$ cat config.mk
export PLATFORM = sky130hd
export DESIGN_NAME = fa_lru_ram
export DESIGN_NICKNAME = d
export VERILOG_FILES = /design/src/rtl/fa_lru_ram.sv
export SDC_FILE = /design/constraint.sdc
export NUM_CORES = 1
export LEC_CHECK = 0
export BUFFER_PORTS_ARGS = -buffer_cell sky130_fd_sc_hd__buf_4
export CAP_MARGIN = 20
export CORE_MARGIN = 8
export CORE_UTILIZATION = 60
export DETAILED_ROUTE_END_ITERATION = 12
export PLACE_DENSITY = 0.87
export SETUP_SLACK_MARGIN = 0.3
export SKIP_CTS_REPAIR_TIMING = 1
export SYNTH_ARGS = -nofsm -noshare
export SYNTH_HDL_FRONTEND = slang
export SYNTH_SLANG_ARGS = --single-unit
$ cat constraint.sdc
create_clock -name clk -period 1.78 [get_ports clk]
set_input_delay 0.089 -clock clk [delete_from_list [all_inputs] [get_ports clk]]
set_output_delay 0.089 -clock clk [all_outputs]
set_load 0.02 [all_outputs]
$ cat src/rtl/fa_lru_ram.sv
// Generic single-port-write, single-read RAM with a registered read.
module fa_lru_ram #(
  parameter int WIDTH = 8,
  parameter int DEPTH = 16
) (
  input  logic                     clk,
  input  logic                     we,
  input  logic [$clog2(DEPTH)-1:0] waddr,
  input  logic [WIDTH-1:0]         wdata,
  input  logic [$clog2(DEPTH)-1:0] raddr,
  output logic [WIDTH-1:0]         rdata
);

  logic [WIDTH-1:0] mem [DEPTH];

  always_ff @(posedge clk) begin
    if (we) begin
      mem[waddr] <= wdata;
    end
    rdata <= mem[raddr];
  end

endmodule

# Word-level counts from Yosys, hierarchy flattened
# Memory sizes are Yosys's and may differ from the RTL's. A register that Yosys moved wholly into a read port is not among the register bits.
# Cells that the tools add are included.
# totals
ff_bits,0
n_memories,1
output_inout_bits,8
in_bits,18
mem_bits_rw,128
word_cells,3
# op_classes
n_mux,2
# memory_table
name,words,word_bits,read_ports,rd_clocked_by_memory_dff,wr,line,source
mem,16,8,1,1,1,14,logic [WIDTH-1:0] mem [DEPTH];
# ops
cell,count
two-way mux 1 bit,2

# Logic depth before layout (Yosys ltp)
# logic_depth
word_depth,2
mapped_depth,5
depth_no_buf,3

# Least setup slack after synthesis
# No wires, ideal clock.
# synth_timing
kind,input -> register
startpoint,input waddr[2]
endpoint,"memory mem[0][0], enable pin"
t_required_ns,1.397
path_stages,2
path_buffers,0
path_slack_ns,0.198
setup_ns,0.383
arrival_ns,1.199
cell_sequence,or3b_2 nor3_1
# synth_rtl
item,line,source
start: declaration,8,"input logic [$clog2(DEPTH)-1:0] waddr,"
end: declaration,14,
# No word-level cell before the write port.

==> impl_metrics.ini <==
[synthesis]
synth_fa_ha_area_frac = 0
ys_ff_latch = 136
ys_warn_count = 0
synth_compound_area_frac = 0.0233
synth_top_family_by_area = multiplexers
synthMuxAreaShare = 0.150
synth_edf_count = 128
syn_avg_cell_area_um2 = 22.5
yosysSeqAreaShare = 0.778
ys.flop_type = edfxtp_1
synth_area_um2 = 5150
yosys.area_share.simple = 0.0318
synthCells = 229
async_flop_share = 0
synth_cell_types = 19
syn_nets = 247
synth_xor_area_frac = 0

[critical_path]
slowest_delay_ns = 0.49
critical_path.startpoint_type = flip-flop
crit_chain = mux4_2 > a22oi_1 > nand2_1
endpoint_kind = flip-flop
cp.required_ns = 2.16
crit_fanout = 1
path_depth = 3
critPathSlowestCell = mux4_2
regToRegSetupSlack_ns = 0.33
worstSetupEndpoint = rdata[7]
worstSetupPathType = flip-flop to flip-flop
r2r_cells = 3
reg2reg_from = mem[10][7]
r2r_end = rdata[7]
cp_num_buf_inv = 0
critPathArrivalTime_ns = 1.82
setup.worst_path.start = mem[10][7]
critPathTopFamily = multiplexers

[status]
status = finished clean

[clock_network]
clock_latency_ns = 0.51
cts_buffers = 17
clkTransAtPathRegs_ns = 0.06
htree_num_levels = 4
cts_root_buf = clkbuf_8
cts.path.max_buffers = 2
cts_tree = built
clock-sinks = 136

[floorplanning]
num_rows = 33
ios = 26
die_w_um = 109
start_util = 0.623
core-area_um2 = 8260
die_h_um = 109
die_area_um2 = 11800

[pwr]
peakVddDrop_mv = 0.984
power_density_nw_per_um2 = 1180
p_leak_uw = 0.00217

[place]
dp_hpwl_mm = 6.63
dp.cells = 374
portBuffers = 25
place.gp.congestion = 0.804

[timing]
fmax_mhz = 691
hold_viol_final = 0
finalCritPeriodShare = 0.813
setup_viol = 0
slew_viol_final = 0
final.setup.tns_ns = 0
tightest_slew_ns = 0.512
slew_headroom = 0.658
rsz0062_at_grt = false
clock_skew_ns = 0.00476
post-route-min-period_ns = 1.45

[finish]
drive_above_1_share = 0.327
utilization = 0.758
final_nets = 314
antennaDiodeCount = 0
stdcell_count = 414
layout_common_cells = 128 x edfxtp_1, 48 x buf_4, 18 x mux4_2
nFillCells = 411
areaGrowthSynthToFinish_pct = 21.7
layout_commonest_cell = edfxtp_1

[drt]
wire_per_inst_um = 25.8
num_vias = 2602
drtAntennaViolNets = 0
dr.pass1.iters = 4
drt_wl_total_mm = 10.7
route.detailed.drc = 0
drt_iter0_markers = 224
via_per_inst = 6.29

[run]
cap_violations = 0

[global_route]
antenna_found_initial = 0
grt_max_degree = 31
grtUsageTotal = 0.191
grt_pass1_vias = 2664
grt.overflow.total = 0
grt_first_pass_wirelength_mm = 15.8

[hold_path]
hp-class = input pin to flip-flop
[worst min-delay path by stage]
stage,start,end,cells past startpoint
2_1_floorplan,wdata[0],mem[0][0],0
3_3_place_gp,wdata[2],mem[1][2],1
5_1_grt,waddr[0],mem[4][2],3
4_1_cts,wdata[3],mem[13][3],1
6_report,waddr[0],mem[4][2],3
3_5_place_dp,wdata[1],mem[6][1],1
[synthesized netlist by cell type (2+ instances only)]
library cell | n | area share
a22oi_1 | 16 | 0.023
mux4_2 | 18 | 0.079
nand2b_1 | 2 | 0.0024
nand2_1 | 9 | 0.0066
buf_2 | 3 | 0.0029
nand3b_1 | 2 | 0.0029
edfxtp_1 | 128 | 0.75
mux4_1 | 14 | 0.071
buf_6 | 3 | 0.0066
nor3_1 | 4 | 0.0039
dfxtp_1 | 8 | 0.031
nor2_1 | 13 | 0.0095
clkdlybuf4s25_2 | 3 | 0.0058
[layer usage]
metal | track usage | up-vias | part of all wire
met5 | 0 | - | 0
met4 | 0.0958 | 0 | 0.021
met3 | 0.0454 | 19 | 0.088
met2 | 0.315 | 139 | 0.51
met1 | 0.233 | 1333 | 0.38
li1 | - | 1111 | -
[state kept, by name (all words and copies together) (netlist names)]
signal and cells:
mem 128, rdata 8
[tightest hold or removal path: cells and delay by family]
| family | cells | cell delay [ns] |
|---|---|---|
| buffers and inverters | 2 | 0.29 |
| AND/OR/NAND/NOR | 1 | 0.05 |
[power by group]
| part | leakage, µW | internal (µW) | switching, µW | total [µW] |
|---|---|---|---|---|
| Clock | 0.000279 | 2160 | 1230 | 3390 |
| Combinational | 0.000666 | 186 | 220 | 405 |
| Sequential | 0.00122 | 3580 | 26.0 | 3610 |
| Total | 0.00217 | 5920 | 1480 | 7400 |
[cells by family after synthesis]
kind of cell    after synthesis
flops                       136
simple gates                 35
mux                          32
compound gates               16
buf+inv                      10
[stage by stage]
step	cell area [µm²]	worst slack (ns)	hold WS [ns]	total power [µW]
final	6260	0.334	0.0998	7400
after global routing	6260	0.343	0.0919	7590
after CTS	6180	0.337	-0.139	7430
after detailed placement	5600	0.219	0.402	4060
after global placement	5600	0.251	0.389	4040
after floorplan	5150	0.425	0.188	3870
[area by class of cell]
class	count	area, µm²	area share
flip-flops and latches	136	4000	0.639
multi-input cells	83	1060	0.170
repair buffers	58	480	0.0767
clock buffers	19	432	0.0689
clock inverters	13	154	0.0246
well taps	105	131	0.0210
Power figures use the tool's default switching activity.
